$ cat config.mk
export PLATFORM = sky130hd
export DESIGN_NAME = tqi_table_ram
export DESIGN_NICKNAME = d
export VERILOG_FILES = /design/src/hw/rtl/tqi_pkg.sv /design/src/hw/rtl/tqi_table_ram.sv
export SDC_FILE = /design/constraint.sdc
export NUM_CORES = 1
export LEC_CHECK = 0
export ABC_CLOCK_PERIOD_IN_PS = 7100
export BUFFER_PORTS_ARGS = -buffer_cell sky130_fd_sc_hd__buf_2
export CELL_PAD_IN_SITES_DETAIL_PLACEMENT = 2
export CELL_PAD_IN_SITES_GLOBAL_PLACEMENT = 2
export CORE_ASPECT_RATIO = 1.1
export CORE_UTILIZATION = 45
export CTS_CLUSTER_SIZE = 10
export DETAILED_ROUTE_END_ITERATION = 16
export PLACE_DENSITY = 0.77
export REMOVE_ABC_BUFFERS = 1
export SLEW_MARGIN = 40
export SYNTH_ARGS = -nofsm -noshare
export SYNTH_HDL_FRONTEND = slang
export SYNTH_SLANG_ARGS = --single-unit
$ cat constraint.sdc
create_clock -name clk -period 7.1 [get_ports clk]
set_clock_uncertainty 0.1 [all_clocks]
set_input_delay 0.355 -clock clk [delete_from_list [all_inputs] [get_ports clk]]
set_output_delay 0.355 -clock clk [all_outputs]
set_load 0.02 [all_outputs]
$ cat src/hw/rtl/tqi_pkg.sv
`default_nettype none
package tqi_pkg;
  localparam int TABLE_DEPTH = 16;
  localparam int IDX_W = $clog2(TABLE_DEPTH);
  localparam int CNT_W = 5;
  localparam int VAL_W = 32;
  localparam int NUM_W = 100;   // |f|*|p|*|q| < 2^31*2^33*2^33
  localparam int DEN_W = 66;    // |r|*|s| < 2^33*2^33
  localparam int QUO_W = 100;
  localparam int ACC_W = 104;

  localparam logic FN_WRITE = 1'b0;
  localparam logic FN_QUERY = 1'b1;

  typedef enum logic [1:0] {
    ST_OK = 2'd0, ST_FEW = 2'd1, ST_SAT = 2'd2, ST_REP = 2'd3
  } status_t;

  typedef struct packed {
    logic [NUM_W-1:0] num;
    logic [DEN_W-1:0] den;
  } div_req_t;
endpackage
`default_nettype wire

$ cat src/hw/rtl/tqi_table_ram.sv
`default_nettype none
module tqi_table_ram (
  input  wire logic                     clk,
  input  wire logic                     wr_en,
  input  wire logic [tqi_pkg::IDX_W-1:0] wr_addr,
  input  wire logic [tqi_pkg::VAL_W-1:0] wr_abs,
  input  wire logic [tqi_pkg::VAL_W-1:0] wr_ord,
  input  wire logic [tqi_pkg::IDX_W-1:0] rd_addr,
  output logic      [tqi_pkg::VAL_W-1:0] rd_abs,
  output logic      [tqi_pkg::VAL_W-1:0] rd_ord
);
  import tqi_pkg::*;
  logic [2*VAL_W-1:0] mem [TABLE_DEPTH];

  always_ff @(posedge clk) begin
    if (wr_en) mem[wr_addr] <= {wr_abs, wr_ord};
    {rd_abs, rd_ord} <= mem[rd_addr];
  end
endmodule
`default_nettype wire

==> impl_results.md <==
- Final cell utilization of the core: 53.2%
- Highest clock rate: 0.365 GHz
- Minimum setup slack in the final design: between 4 and 5 ns
- CP Data Arrival Time: around 3.0 ns
- Final setup viols: 0
- TritonCTS clock tree: built
- Hold path cells: 1
- Final total negative setup slack: 0 ns
- Cell occurring most often along the worst timing path: buf_4
- TritonCTS buffer count: 119
- DRC: 0
- I/O pins: ~140
- Total via count after detailed routing: between 15k and 20k
- Number of nets with antenna violations after routing: 0
- Largest driver fanout on the critical path: 35
- Commonest cells after routing, fill and taps aside: edfxtp_1 (1024), mux4_2 (256), buf_2 (135)
- Combinational cell fraction of total power: 5.4%
- Placed cell areas: 41800 sq um
- Clock tree sinks: between 1k and 1.5k
- Worst VDD drop: 0.198 mV
- Detailed-routing iteration count for the pre-antenna-repair pass: 5
- Maximum number of pins on one net before global-route repair: 94
- Most instantiated flip-flop cell in the synthesis netlist: edfxtp_1
- Routed wire length per instance: 39.2 microns
- Mean instance size in the synthesized netlist: roughly 24 sq um
- CP Capture Type: flop
- Reported max-cap violation count: 0
- Unrepaired setup endpoints after global routing: no
- Worst flop-to-flop path startpoint: mem[10][15]
- Cell chosen for the clock root: clkbuf_16
- Clock buffer depth: 3
- Total gr overflow: 0
- Critical-path cell list: buf_2 -> nand3b_1 -> nor2_4 -> buf_4 -> buf_4
- Die W: between 200 and 300 microns
- Instance count of the mapped netlist: 1647
- Total routed wirelength: 125000 microns
- Flop and latch count out of synthesis: 1088
- Slowest library cell on the worst path: buf_4
- Hold crit path type: in2reg
- Min Tclk post-route: 2.74 ns
- Post-CTS repair timing setup buffer count: 0
- Required time of the critical path: 7.31 ns
- Starting utilization of the core area: 45.7%
- Global-route wire length before repair: ~170000 microns
- Post-route cell area: 46100 sq um
- Area of the core region: between 80000 and 90000 sq um
- Count of unique library cells instantiated by Yosys: 18
- Post-synthesis cell area: 39600 sq um
- Initial antenna violation count: 10
- Sequential share of the synthesized area: between 80% and 90%
- Die H: 313 microns
- Number of cells on the worst reg-to-reg path: 3
- Switch Pwr: 0.00314 W
- Start point of the worst min-delay path: wr_ord[8]
- Most frequent standard cell in the layout excluding fill and tap cells: edfxtp_1
- Synthesis-to-layout area growth: 16.5%
- Portion of total power attributed to the clock network: 42.1%
- Internal Pwr Total: between 0.01 and 0.015 W
- Placer's final routability congestion estimate: 0.721
- Endpoint of the most critical register-to-register path: rd_ord[15]
- Number of max-slew violations in the final report: 0
- CP delay by family, top: buffers and inverters
- Maximum single-stage delay on the critical path: 0.74 ns
- Leakage power summed over all cells: roughly 15 nW
- Count of nets after finishing: between 2k and 2.5k
- Fraction of layout instances using a drive strength above 1: 29.0%
- I/O Buffers: 137
- Switching Fraction: 22.7%
- Total count of hold-check failures in the final report: 0
- Number of rows created at floorplan: 113
- Setup Crit Path Kind: in2reg
- Die Footprint: between 80000 and 90000 sq um
- Clock transition at path regs: 0.06 ns
- CP Launch Type: input port
- Initial detailed-routing violation count: 1999
- Status: complete, no violations
- Share of the clock period used by the worst path after layout: 38.6%
- Yosys synthesis warning count: 0
- Number of flops mapped to enable cells by yosys: 1024
- Reg-to-reg slack, setup: 5.47 ns
- Share of synthesized flip-flops with an asynchronous set or reset: 0%
- Worst Max-Slew Pin Slew: 0.870 ns
- Post-placement setup slack: 3.73 ns
- Power per cell area: ~300 nW/um^2
- Hpwl dp: 62600 microns
- Global router's overall resource usage: 28.4%
- Capture endpoint of the worst hold path: mem[12][8]
- Vias/cell: 6.16
- Portion of total power attributed to sequential cells: 52.5%
- Via count of the first global-routing pass: 21.7k
- Clock latency reported for the late side of the worst-skew pair: roughly 0.7 ns
- Worst max-slew margin expressed relative to the limit: 42.0%
- Critical path buffers and inverters: 3
- H-tree levels: 3
-- power by group through the flow --
stage / registers [W] / clock network (W) / logic [W]
6_report: 0.00726 / 0.00583 / 0.000754
5_1_grt: 0.00727 / 0.00608 / 0.000791
4_1_cts: 0.00726 / 0.00586 / 0.000748
3_5_place_dp: 0.00739 / 0 / 0.000706
3_3_place_gp: 0.00736 / 0 / 0.000648
2_1_floorplan: 0.00741 / 0 / 0.000275
-- cell usage after synthesis (all sizes together) (2+ instances only) --
library cell,number,area [sq um]
nor2,13,48.8
mux4,256,5770
nor3,4,20.0
nand3b,2,15.0
edfxtp,1024,30700
nand2,65,244
buf,48,317
a22oi,128,961
nand2b,2,12.5
nor2b,2,12.5
clkbuf,36,135
dfxtp,64,1280
-- flip-flops by register name, indices dropped and copies added (netlist names) --
signal  flops
mem      1024
rd_ord     32
rd_abs     32
-- worst reg2reg max path, cell delays in order, from the launching register on --
cell and delay (ns):
edfxtp_1 0.47, mux4_2 0.55, a22oi_1 0.25, nand2_1 0.11
-- kinds of logic (layout without fill, tap and decap cells) --
family | Yosys count | count (layout) | synth area share [%]
AO/OA/AOI/OAI | 128 | 128 | 2.43
buffers and inverters | 84 | 469 | 1.14
flip-flops | 1088 | 1088 | 80.9
multiplexers | 256 | 256 | 14.6
other | 0 | 3 | 0
AND/OR/NAND/NOR | 91 | 91 | 0.942
-- per-stage QoR --
stage	instances	hold WS, ns	total power, W
global route	3185	0.0205	0.0141
detailed placement	2892	0.572	0.00809
global placement	2889	0.548	0.00801
floorplan	1563	0.354	0.00768
CTS	3175	0.000645	0.0139
finish	3185	0.0305	0.0138
-- timing repair --
item	4_1_cts	5_1_grt
endpoints found under the hold margin	972	0
resized for setup	0	0
hold buffers	62	0
-- metal layers --
metal  GRT usage [%]  routed length, microns
met3            4.26                    8440
met1            37.7                   49000
met2            48.4                   64100
met5               0                      39
met4            9.08                    3360
-- final cells by class --
type / count / area [sq um]
Clock buffer: 217 / 3450
Sequential cell: 1088 / 32000
Antenna cell: 3 / 7.51
Tap cell: 1150 / 1440
Multi-Input combinational cell: 475 / 7230
Fill cell: 7238 / 40600
Clock inverter: 4 / 33.8
Timing Repair Buffer: 248 / 1910
-- worst max path at each step --
stage,start,to,slack (ns),cells after the start
floorplan,wr_addr[2],mem[0][0],1.22,2
global placement,wr_addr[2],mem[2][9],3.95,4
detailed placement,wr_addr[2],mem[10][7],3.73,5
CTS,wr_addr[2],mem[10][40],4.37,5
global route,wr_addr[2],mem[10][40],4.34,5
finish,wr_addr[2],mem[10][26],4.36,5
Note: power is estimated with default switching activity, not from simulation.
