File: config.mk
export PLATFORM = sky130hd
export DESIGN_NAME = tqi_divider
export DESIGN_NICKNAME = d
export VERILOG_FILES = /design/src/hw/rtl/tqi_pkg.sv /design/src/hw/rtl/tqi_divider.sv
export SDC_FILE = /design/constraint.sdc
export NUM_CORES = 1
export LEC_CHECK = 0
export BUFFER_PORTS_ARGS = -buffer_cell sky130_fd_sc_hd__clkbuf_2
export CAP_MARGIN = 5
export CORE_MARGIN = 1
export CORE_UTILIZATION = 40
export DETAILED_ROUTE_END_ITERATION = 8
export SLEW_MARGIN = 20
export SYNTH_ARGS = -nofsm -noshare
export SYNTH_HDL_FRONTEND = slang
export SYNTH_SLANG_ARGS = --single-unit
File: constraint.sdc
create_clock -name clk -period 8.3 [get_ports clk]
set_clock_uncertainty 0.15 [all_clocks]
set_input_delay 0 -clock clk [delete_from_list [all_inputs] [get_ports clk]]
set_output_delay 0 -clock clk [all_outputs]
set_load 0.005 [all_outputs]
File: src/hw/rtl/tqi_pkg.sv
`default_nettype none
package tqi_pkg;
  localparam int TABLE_DEPTH = 16;
  localparam int IDX_W = $clog2(TABLE_DEPTH);
  localparam int CNT_W = 5;
  localparam int VAL_W = 32;
  localparam int NUM_W = 100;   // |f|*|p|*|q| < 2^31*2^33*2^33
  localparam int DEN_W = 66;    // |r|*|s| < 2^33*2^33
  localparam int QUO_W = 100;
  localparam int ACC_W = 104;

  localparam logic FN_WRITE = 1'b0;
  localparam logic FN_QUERY = 1'b1;

  typedef enum logic [1:0] {
    ST_OK = 2'd0, ST_FEW = 2'd1, ST_SAT = 2'd2, ST_REP = 2'd3
  } status_t;

  typedef struct packed {
    logic [NUM_W-1:0] num;
    logic [DEN_W-1:0] den;
  } div_req_t;
endpackage
`default_nettype wire

File: src/hw/rtl/tqi_divider.sv
`default_nettype none
module tqi_divider (
  input  wire logic                      clk,
  input  wire logic                      rst_n,
  input  wire logic                      start,
  input  wire tqi_pkg::div_req_t         req,
  output logic                           done,
  output logic      [tqi_pkg::QUO_W-1:0] quo
);
  import tqi_pkg::*;
  // restoring divide, one quotient bit per cycle, round half up on magnitudes
  logic [NUM_W-1:0] num_r, num_nxt;
  logic [DEN_W-1:0] den_r;
  logic [DEN_W:0]   rem_r, rem_nxt, sh;
  logic [QUO_W-1:0] q_r, q_nxt;
  logic [6:0]       cnt_r, cnt_nxt;
  logic             run_r, run_nxt, done_r, done_nxt;
  logic [DEN_W+1:0] r2;

  always_comb begin
    num_nxt = num_r; rem_nxt = rem_r; q_nxt = q_r; cnt_nxt = cnt_r;
    run_nxt = run_r; done_nxt = 1'b0;
    sh = {rem_r[DEN_W-1:0], num_r[NUM_W-1]};
    r2 = {rem_r, 1'b0};
    if (start) begin
      num_nxt = req.num; rem_nxt = '0; q_nxt = '0;
      cnt_nxt = 7'(NUM_W); run_nxt = 1'b1;
    end else if (run_r) begin
      if (cnt_r != 7'd0) begin
        num_nxt = {num_r[NUM_W-2:0], 1'b0};
        if (sh >= {1'b0, den_r}) begin
          rem_nxt = sh - {1'b0, den_r};
          q_nxt = {q_r[QUO_W-2:0], 1'b1};
        end else begin
          rem_nxt = sh;
          q_nxt = {q_r[QUO_W-2:0], 1'b0};
        end
        cnt_nxt = cnt_r - 7'd1;
      end else begin
        if (r2 >= {2'b0, den_r}) q_nxt = q_r + QUO_W'(1);
        run_nxt = 1'b0; done_nxt = 1'b1;
      end
    end
  end

  always_ff @(posedge clk) begin
    if (!rst_n) begin
      run_r <= 1'b0; done_r <= 1'b0;
    end else begin
      run_r <= run_nxt; done_r <= done_nxt;
    end
    num_r <= num_nxt; rem_r <= rem_nxt; q_r <= q_nxt; cnt_r <= cnt_nxt;
    if (start) den_r <= req.den;
  end

  assign done = done_r;
  assign quo = q_r;
endmodule
`default_nettype wire

==> results.ini, run 1 <==
[run_status]
status = completed

[power_and_ir_drop]
ir_drop_mv = 0.1668
leakage_nw = 10.26
finalPower_mw = 4.841
power_per_cell_area_nw_per_um2 = 185.4

[floorplanning]
start_util_pct = 40.76
row_count = 81
chipHeight_um = 226.0
io_pins = 270
die_area_um2 = 51090
die_width_um = 226.0
core-area_um2 = 49250

[clock_network]
root_buffer = clkbuf_16
clock_sinks = 342
clk_pin_slew_ps = 60
clk_path_buf_depth = 3
cts_hold_buf = 297
clock_latency_ps = 570
cts_tree = done
htreeDepth = 2
post_cts_buffers = 0
cts_resized = 0
numCtsBuffers = 40

[placed_design]
globalplace.congestion = 0.9152
post_dp_cell_area_um2 = 21820
place_hpwl_um = 40020
numPortBuffers = 269
pre_cts_ws_ps = 3412

[timing]
relSlewSlack_pct = 21.11
drv_slew = 0
fin_setup_tns_ps = 0
setup_viol = 0
fin_ws_ps = 3305
fin_crit_sh_pct = 60.18
timing.final.hold_violations = 0
worst_pin_slew_ps = 1183
rsz0062_at_grt = false
fmax_mhz = 200.2
fin_crit_ps = 4995

[synthesis]
synth_nets = 2482
ys.flop_type = dfxtp_1
synth_edf_count = 166
ys_types = 85
mappedNetlistArea_um2 = 20070
ys_ff_latch = 342
synth-seq-area-share_pct = 42.38
synth_warnings = 0
postSynth.asyncResetShare_pct = 0
syn_avg_cell_area_um2 = 8.950
netlist_instances = 2243

[final_layout]
final_cell_area_um2 = 26110
syn_to_final_growth_pct = 30.06
layout_commonest_cell = dlygate4sd3_1
final_cell_mix = 297 x dlygate4sd3_1, 268 x clkbuf_2, 220 x a21oi_1, 204 x nand2_1, 199 x o21ai_0
regArea_um2 = 8508
finalNetCount = 2959
drive_above_1_share_pct = 17.25
multi_input_area_um2 = 10640
fillCellCount = 4486

[global_route]
grt.overflow.total = 0
grt_first_pass_wirelength_um = 102800
grt_use_total_pct = 25.11
antenna_found_initial = 1
grt_max_degree = 179
first_global_vias = 18602

[job]
max_cap_viol_count = 0

[setup_path]
cp-end-kind = register
r2r-start = den_r[46]
rrSetupSlack_ps = 3310
start_kind = register
worstSetupPathType = register to register
reg2reg_to = quo[75]
r2r_cells = 13
critPathRequiredTime_ps = 8650
worstPathMaxFanout = 75
arrival_ps = 5340

[detailed_routing]
via_per_inst = 5.655
vias = 19300
first_pass_iters = 5
wirelength_um = 64910
antenna_left = 0
drc = 0
drt_iter0_drc = 1498
wl_per_cell_um = 19.02

[min_path]
hp-start = req[51]
min_path_cells = 2
min_path_type = primary input to register
worstHoldEndpoint = den_r[51]

==> cell families (layout without fill, tap and decap cells) <==
| family | Yosys count | count (layout) | synth area share, % |
|---|---|---|---|
| DFF | 342 | 342 | 42.38 |
| buffers and inverters | 243 | 748 | 4.818 |
| xor gates and xnor gates | 60 | 60 | 2.618 |
| and+or+nand+nor | 670 | 670 | 16.17 |
| adders and majority gates | 70 | 70 | 4.400 |
| AOI/OAI and AO/OA | 715 | 715 | 21.83 |
| other | 0 | 1 | 0 |
| muxes | 143 | 143 | 7.772 |
==> per-stage QoR <==
step | std cells | hold slack (ps) | util (%)
after global routing | 3413 | 16.37 | 53.01
final | 3413 | 36.21 | 53.01
after detailed placement | 3045 | 28.61 | 44.29
after CTS | 3412 | 2.293 | 53.00
after floorplan | 2243 | -51.13 | -
after global placement | 3045 | 27.56 | 44.29
==> cells in the mapped netlist, types with 8 or more instances <==
cell | number | share of area (%)
a22o_1 | 14 | 0.61
o31ai_1 | 18 | 0.67
nand2b_1 | 9 | 0.28
and2_1 | 11 | 0.34
nand3_1 | 71 | 1.8
clkbuf_1 | 103 | 1.9
and3_1 | 28 | 0.87
o211ai_1 | 13 | 0.49
nor4_1 | 20 | 0.62
a22oi_1 | 24 | 0.90
o21bai_1 | 19 | 0.71
a21o_1 | 46 | 1.7
a221oi_1 | 9 | 0.39
a211oi_1 | 20 | 0.75
o21a_1 | 15 | 0.56
a2bb2oi_1 | 11 | 0.48
mux2i_1 | 40 | 2.0
buf_2 | 31 | 0.77
ha_1 | 69 | 4.3
mux2_2 | 103 | 5.8
nor2_1 | 169 | 3.2
nor3_1 | 36 | 0.90
nand4_1 | 59 | 1.8
o21ai_0 | 199 | 5.0
a31oi_1 | 44 | 1.4
or3_1 | 15 | 0.47
xnor2_1 | 40 | 1.7
dfxtp_1 | 176 | 18
inv_1 | 99 | 1.9
and4_1 | 8 | 0.35
nand2_1 | 207 | 3.9
edfxtp_1 | 166 | 25
xor2_1 | 20 | 0.87
a21oi_1 | 220 | 5.5
==> final cells by class <==
cell class	instances	share of cell area [%]
repair buffers	579	17.00
diodes	1	0.009585
flip-flops and latches	342	32.59
inverters	99	1.423
multi-input cells	1658	40.75
clock buffers	54	4.188
clock inverters	16	0.8530
well taps	664	3.182
==> worst max-delay path, stage by stage, from the launching register on <==
cell and delay [ps]:
edfxtp_1 330, inv_1 40, ha_1 460, nand4_1 200
or4_1 670, nor3_1 250, nand4_1 180, o221a_2 280
o21ai_1 220, o221a_4 710, buf_4 720, a21oi_1 120
or3_1 370, a31oi_1 140
==> worst max path at each step <==
stage               from       end  slack (ps)  depth (start not counted)
2_1_floorplan   cnt_r[0]  num_r[0]        3990                          7
3_3_place_gp   den_r[47]   quo[75]        3590                         13
3_5_place_dp   den_r[46]   quo[75]        3410                         13
4_1_cts        den_r[46]   quo[75]        3380                         13
5_1_grt        den_r[46]   quo[99]        2990                         13
6_report       den_r[46]   quo[75]        3310                         13
==> report_power, final <==
| group | internal [mW] | switching (mW) | total [mW] |
|---|---|---|---|
| logic | 0.462 | 0.562 | 1.02 |
| registers | 1.91 | 0.0768 | 1.99 |
| clock network | 1.08 | 0.750 | 1.83 |
==> registers in the layout (all words and copies together), names as in the netlist <==
signal  count
num_r     100
quo       100
rem_r      67
den_r      66
cnt_r       7
done        1
run_r       1
==> layer usage <==
| metal | up-vias | global-route usage, % | wire, um |
|---|---|---|---|
| met4 | 0 | 6.473 | 1356 |
| li1 | 9275 | - | - |
| met1 | 9285 | 34.33 | 29350 |
| met2 | 645 | 40.59 | 30230 |
| met3 | 95 | 4.658 | 3971 |
| met5 | - | 0 | 0 |
(Power assumes the default switching activity.)
==> inputs of run 2 (changes only) <==
- ABC_AREA: unset -> 1
- clock period: 8.3 -> 4.6 ns (I/O delays scaled with it)
==> results.ini, run 2 <==
[clock_network]
numCtsBuffers = 40  ; unchanged
clock_sinks = 342  ; unchanged
root_buffer = clkbuf_16  ; unchanged
htreeDepth = 2  ; unchanged
cts_tree = done  ; unchanged
clk_path_buf_depth = 3  ; unchanged
clk_pin_slew_ps = 60  ; about the same
clock_latency_ps = 600  ; was 570 ps

[detailed_routing]
via_per_inst = 5.026  ; was 5.655
antenna_left = 0  ; unchanged
wirelength_um = 90520  ; was 64910 um
drt_iter0_drc = 1782  ; was 1498
first_pass_iters = 8  ; was 5
drc = 5  ; was 0
wl_per_cell_um = 17.63  ; was 19.02 um
vias = 25805  ; was 19300

[power_and_ir_drop]
power_switching_mw = 1.951  ; was 1.388 mW
p_sw_share_pct = 26.40  ; was 28.67%
seqPwrFrac_pct = 46.7  ; was 41.0%
finalPower_mw = 7.390  ; was 4.841 mW
leakage_nw = 13.58  ; was 10.26 nW
comb_power_share_pct = 11.4  ; was 21.2%
cell_internal_pwr_mw = 5.439  ; was 3.453 mW
clockPowerShare_pct = 42.0  ; was 37.8%
power_per_cell_area_nw_per_um2 = 249.0  ; was 185.4 nW/um2
ir_drop_mv = 0.2503  ; was 0.1668 mV

[run_status]
violations = design-rule violations
status = complete, but fails checks  ; was completed

[setup_path]
max_stage_delay_ps = 730  ; was 720 ps
r2r_cells = 12  ; was 13
reg2reg_to = quo[89]  ; was quo[75]
critical_path_depth = 12  ; was 13
critical_path.endpoint = quo[89]  ; was quo[75]
start_kind = register  ; unchanged
critPathLaunch = quo[0]  ; was den_r[46]
r2r-start = quo[0]  ; was den_r[46]
cp_slowest_cell = dfxtp_1  ; was buf_4
rrSetupSlack_ps = 1070  ; was 3310 ps
worstPathMaxFanout = 8  ; was 75
worstSetupPathType = register to register  ; unchanged
critPathRequiredTime_ps = 4980  ; was 8650 ps
crit_family = simple AND/OR/NAND/NOR gates  ; unchanged
cp-end-kind = register  ; unchanged
path_cells = nand3_1 -> inv_1 -> nand2_2 -> nor2_2 -> nand2_1 -> inv_1 -> nand3_1 -> nand2_1 -> nand2_1 -> o21ai_0 -> nand3_1 -> a21oi_1  ; was inv_1 -> ha_1 -> nand4_1 -> or4_1 -> nor3_1 -> nand4_1 -> o221a_2 -> o21ai_1 -> o221a_4 -> buf_4 -> a21oi_1 -> or3_1 -> a31oi_1
arrival_ps = 3900  ; was 5340 ps
path_buf_inv = 2  ; unchanged

[timing]
worst_pin_slew_ps = 1023  ; was 1183 ps
fin_crit_ps = 3530  ; was 4995 ps
fin_setup_tns_ps = 0  ; unchanged
rsz0062_at_grt = false  ; unchanged
drv_slew = 0  ; unchanged
hold_slack_ps = 18.51  ; was 36.21 ps
fin_ws_ps = 1070  ; was 3305 ps
fin_crit_sh_pct = 76.73  ; was 60.18%
timing.final.hold_violations = 0  ; unchanged
fmax_mhz = 283.3  ; was 200.2 MHz
setup_viol = 0  ; unchanged
relSlewSlack_pct = 31.82  ; was 21.11%

[global_route]
grt_use_total_pct = 29.19  ; was 25.11%
first_global_vias = 24837  ; was 18602
grt_first_pass_wirelength_um = 138200  ; was 102800 um
antenna_found_initial = 3  ; was 1
grt.overflow.total = 0  ; unchanged
grt_max_degree = 177  ; was 179

[final_layout]
final_cell_mix = 1603 x nand2_1, 510 x inv_1, 421 x nor2_1, 292 x nand3_1, 268 x clkbuf_2  ; was 297 x dlygate4sd3_1, 268 x clkbuf_2, 220 x a21oi_1, 204 x nand2_1, 199 x o21ai_0
layout_commonest_cell = nand2_1  ; was dlygate4sd3_1
drive_above_1_share_pct = 9.752  ; was 17.25%
syn_to_final_growth_pct = 22.81  ; was 30.06%
fillCellCount = 6207  ; was 4486
finalNetCount = 4568  ; was 2959

[synthesis]
synth_most_common_cell = nand2_1  ; was a21oi_1
post-synth-top-area-cell = nand2_1  ; was edfxtp_1
synth_area_leaders = nand2_1 25%, edfxtp_1 21%, dfxtp_1 15%  ; was edfxtp_1 25%, dfxtp_1 18%, mux2_2 5.8%
ys.flop_type = dfxtp_1  ; unchanged
synth_warnings = 0  ; unchanged
ys_types = 46  ; was 85
synth_nets = 4123  ; was 2482
synth_top_area_share_pct = 24.91  ; was 24.83%
synth_edf_count = 166  ; unchanged
netlist_instances = 3884  ; was 2243
postSynth.asyncResetShare_pct = 0  ; unchanged
syn_avg_cell_area_um2 = 6.222  ; was 8.950 um2
ys_ff_latch = 342  ; unchanged
synth_commonest_cells = 1604 x nand2_1, 512 x inv_1, 421 x nor2_1  ; was 220 x a21oi_1, 207 x nand2_1, 199 x o21ai_0
mappedNetlistArea_um2 = 24170  ; was 20070 um2
synth-seq-area-share_pct = 35.21  ; was 42.38%

[job]
max_cap_viol_count = 0  ; unchanged

[floorplanning]
die_width_um = 247.8  ; was 226.0 um
core-area_um2 = 59350  ; was 49250 um2
row_count = 89  ; was 81
chipHeight_um = 247.8  ; was 226.0 um
io_pins = 270  ; unchanged
start_util_pct = 40.72  ; was 40.76%
die_area_um2 = 61400  ; was 51090 um2

[placed_design]
place_hpwl_um = 67600  ; was 40020 um
pre_cts_ws_ps = 1092  ; was 3412 ps
numPortBuffers = 269  ; unchanged
globalplace.congestion = 1.024  ; was 0.9152

[min_path]
min_path_type = primary input to register  ; unchanged

run 2: changes by cell type after synthesis, sizes merged, moves of 42 or more:
| cell | delta |
|---|---|
| a21o | -45 |
| a21oi | -51 |
| a31oi | -43 |
| clkbuf | -43 |
| inv | +429 |
| mux2 | -103 |
| nand2 | +1404 |
| nand3 | +234 |
| nand4 | -42 |
| nor2 | +274 |
| o21ai | -52 |
run 2: stage by stage:
step	instances	util, %	instance area, um2
global placement	4834	44.09	26170
CTS	5131	49.99	29670
finish	5134	50.01	29680
detailed placement	4834	44.09	26170
floorplan	3884	-	24170
global route	5134	50.01	29680
run 2: worst reg2reg max path, cell delays in order (launching register included):
cell	delay, ps
dfxtp_1	730
nand3_1	430
inv_1	360
nand2_2	160
nor2_2	460
nand2_1	330
inv_1	230
nand3_1	100
nand2_1	80
nand2_1	50
o21ai_0	120
nand3_1	100
a21oi_1	170
run 2: how the worst min path moves through the flow:
stage / from / end / slack [ps] / cells past startpoint
after global placement: req[35] / den_r[35] / 30 / 1
after detailed placement: req[38] / den_r[38] / 30 / 1
after floorplan: req[0] / den_r[0] / -50 / 0
after CTS: req[8] / den_r[8] / 0.01 / 2
after global routing: req[8] / den_r[8] / 0.8 / 2
final: req[7] / den_r[7] / 20 / 2
run 2: metal layers:
layer  global-route usage (%)  up-vias  wire length (um)
li1                         -    13001                 -
met1                    36.37    11839             38300
met2                    49.58      766             42860
met3                    3.676      199              4835
met4                    14.27        0              4523
met5                        0        -                 0
run 2: layout make-up:
| cell class | instances | area, um2 | share of cell area [%] |
|---|---|---|---|
| Tap cell | 773 | 967.2 | 3.259 |
| Multi-Input combinational cell | 2901 | 13160 | 44.32 |
| Sequential cell | 342 | 8512 | 28.68 |
| Clock inverter | 18 | 167.7 | 0.5649 |
| Clock buffer | 53 | 1070 | 3.604 |
| Inverter | 529 | 1991 | 6.707 |
| Timing Repair Buffer | 515 | 3810 | 12.84 |
| Antenna cell | 3 | 7.507 | 0.02529 |
run 2: cells by family (layout without fill, tap and decap cells):
logic type / count (synthesis) / count (layout) / share of synthesized area (%)
mux: 1 / 1 / 0.04142
other cells: 0 / 3 / 0
simple gates: 2409 / 2409 / 40.27
flops: 342 / 342 / 35.21
buf+inv: 641 / 1115 / 10.43
fa+ha+maj: 70 / 70 / 3.655
compound gates: 344 / 344 / 7.605
xor+xnor: 77 / 77 / 2.791
run 2: power groups by stage:
| stage | combinational (mW) | sequential (mW) | clock (mW) |
|---|---|---|---|
| 2_1_floorplan | 0.452 | 3.49 | 0 |
| 3_3_place_gp | 0.677 | 3.51 | 0 |
| 3_5_place_dp | 0.679 | 3.51 | 0 |
| 4_1_cts | 0.836 | 3.45 | 3.19 |
| 5_1_grt | 0.939 | 3.46 | 3.28 |
| 6_report | 0.839 | 3.45 | 3.10 |
run 2: repair_timing:
item / in CTS / in global routing
hold endpoints to repair: 255 / 0
gates resized for setup: 0 / 0
buffers inserted: 0 / 0
hold buffers: 226 / 0
==> inputs of run 3 (changes only) <==
- ABC_AREA: 1 -> 0
- clock period: 4.6 -> 3.3 ns (I/O delays scaled with it)
==> results.ini, run 3 (synthesis results as in run 1) <==
[floorplanning]
chipHeight_um = 226.0  ; was 247.8 um
row_count = 81  ; was 89
die_width_um = 226.0  ; was 247.8 um
die_area_um2 = 51090  ; was 61400 um2
core-area_um2 = 49250  ; was 59350 um2
io_pins = 270  ; unchanged
start_util_pct = 40.76  ; was 40.72%

[placed_design]
place_hpwl_um = 44790  ; was 67600 um
numPortBuffers = 269  ; unchanged
pre_cts_ws_ps = -364.8  ; was 1092 ps
dp_cells = 3348  ; was 4834
post_dp_cell_area_um2 = 24230  ; was 26170 um2
globalplace.congestion = 0.8961  ; was 1.024

[setup_path]
start_kind = register  ; unchanged
r2r-start = rem_r[48]  ; was quo[0]
max_stage_delay_ps = 620  ; was 730 ps
path_buf_inv = 4  ; was 2
worstSetupPathType = register to register  ; unchanged
worstPathMaxFanout = 7  ; was 8
crit_family = simple AND/OR/NAND/NOR gates  ; unchanged
arrival_ps = 3770  ; was 3900 ps
cp-end-kind = register  ; unchanged
cpMostUsedCell = buf_12
cp_slowest_cell = or4_4  ; was dfxtp_1
critPathLaunch = rem_r[48]  ; was quo[0]
path_cells = ha_4 -> nand4_1 -> or4_4 -> nor3_4 -> nand4_1 -> o221a_2 -> o21ai_2 -> o221a_4 -> buf_12 -> buf_12 -> buf_12 -> buf_8 -> a22o_1 -> a22oi_1 -> nor2_1  ; was nand3_1 -> inv_1 -> nand2_2 -> nor2_2 -> nand2_1 -> inv_1 -> nand3_1 -> nand2_1 -> nand2_1 -> o21ai_0 -> nand3_1 -> a21oi_1
critPathRequiredTime_ps = 3680  ; was 4980 ps

[final_layout]
fillCellCount = 3951  ; was 6207
drive_above_1_share_pct = 36.19  ; was 9.752%
final_cell_area_um2 = 31000  ; was 29680 um2
diodes = 0  ; was 3
final_cell_mix = 313 x buf_4, 268 x clkbuf_2, 263 x dlygate4sd3_1, 198 x nand2_1, 176 x dfxtp_1  ; was 1603 x nand2_1, 510 x inv_1, 421 x nor2_1, 292 x nand3_1, 268 x clkbuf_2
syn_to_final_growth_pct = 54.41  ; was 22.81%
fin_util_pct = 62.93  ; was 50.01%
instances_no_fill = 3770  ; was 5134
layout_commonest_cell = buf_4  ; was nand2_1
finalNetCount = 3317  ; was 4568

[clock_network]
clock_latency_ps = 590  ; was 600 ps
root_buffer = clkbuf_16  ; unchanged
cts_tree = done  ; unchanged
clk_pin_slew_ps = 60  ; about the same
clk_path_buf_depth = 3  ; unchanged
clock_sinks = 342  ; unchanged
htreeDepth = 2  ; unchanged
numCtsBuffers = 41  ; was 40

[timing]
fin_crit_ps = 3395  ; was 3530 ps
hold_slack_ps = 42.14  ; was 18.51 ps
worst_pin_slew_ps = 1043  ; was 1023 ps
fin_crit_sh_pct = 102.9  ; was 76.73%
relSlewSlack_pct = 30.46  ; was 31.82%
fin_ws_ps = -94.57  ; was 1070 ps
drv_slew = 0  ; unchanged
timing.final.hold_violations = 0  ; unchanged
rsz0062_at_grt = true  ; was false
fmax_mhz = 294.6  ; was 283.3 MHz
setup_viol = 58  ; was 0

[power_and_ir_drop]
ir_drop_mv = 0.4663  ; was 0.2503 mV
leakage_nw = 12.51  ; was 13.58 nW
power_per_cell_area_nw_per_um2 = 431.4  ; was 249.0 nW/um2

[detailed_routing]
antenna_left = 0  ; unchanged
vias = 21106  ; was 25805
first_pass_iters = 5  ; was 8
via_per_inst = 5.598  ; was 5.026
drt_iter0_drc = 1499  ; was 1782
wl_per_cell_um = 18.95  ; was 17.63 um
wirelength_um = 71450  ; was 90520 um
drc = 0  ; was 5

[global_route]
grt_use_total_pct = 26.80  ; was 29.19%
grt_first_pass_wirelength_um = 109600  ; was 138200 um
grt.overflow.total = 0  ; unchanged
grt_max_degree = 107  ; was 177
antenna_found_initial = 0  ; was 3
first_global_vias = 20514  ; was 24837

[min_path]
min_path_type = primary input to register  ; unchanged
hp-start = req[63]  ; was req[7]

[job]
max_cap_viol_count = 0  ; unchanged

[run_status]
status = complete, but fails checks  ; unchanged
violations = negative setup slack  ; was design-rule violations

## run 3: cell types whose count changed in the layout (fill, tap and decap cells not counted), sizes merged, moves of 45 or more
cell   before  now
nand2    1612  209
inv       529  100
buf        21  399
nor2      443  169
nand3     305   71
mux2        0  103
o21ai     151  203
a21oi     170  221
a21o        2   47
## run 3: repair_timing
action | in CTS | in global routing
pin swaps | 80 | 131
cloned | 9 | 6
setup buffers | 46 | 39
hold buffers | 263 | 0
hold endpoints to repair | 189 | 0
endpoints found under the setup margin | 160 | 164
resized for setup | 149 | 306
## run 3: worst paths after layout
| path | slack, ps | endpoint | cells after the start |
|---|---|---|---|
| max reg2reg | -90 | quo[46] | 15 |
| min reg2reg | 340 | rem_r[29] | 2 |
| max | -90 | quo[46] | 15 |
| min | 40 | den_r[63] | 2 |
## run 3: power by group
part	switching [mW]	internal (mW)	leakage [nW]
clock	1.95	2.72	0.645
sequential	0.184	4.80	3.09
combinational	1.81	1.91	8.78
## run 3: metal layers
metal	track usage (%)	routed length, um
met5	0	0
met1	36.24	31440
met3	3.747	4116
met4	8.653	1973
met2	43.96	33930
## run 3: metrics by stage
stage | TNS [ps] | total power [mW]
after global routing | -11950 | 13.92
after floorplan | 0 | 6.593
final | -1872 | 13.37
after CTS | -4480 | 13.02
after global placement | -17510 | 7.710
after detailed placement | -28720 | 7.757
## run 3: layout make-up
cell class | count | area, um2 | share of cell area [%]
inverter | 99 | 371.6 | 1.199
sequential | 342 | 8508 | 27.45
timing repair buffer | 935 | 7747 | 24.99
clock inverter | 22 | 292.8 | 0.9446
clock buffer | 49 | 1066 | 3.439
tap | 664 | 830.8 | 2.680
multi-input combinational | 1659 | 12180 | 39.29
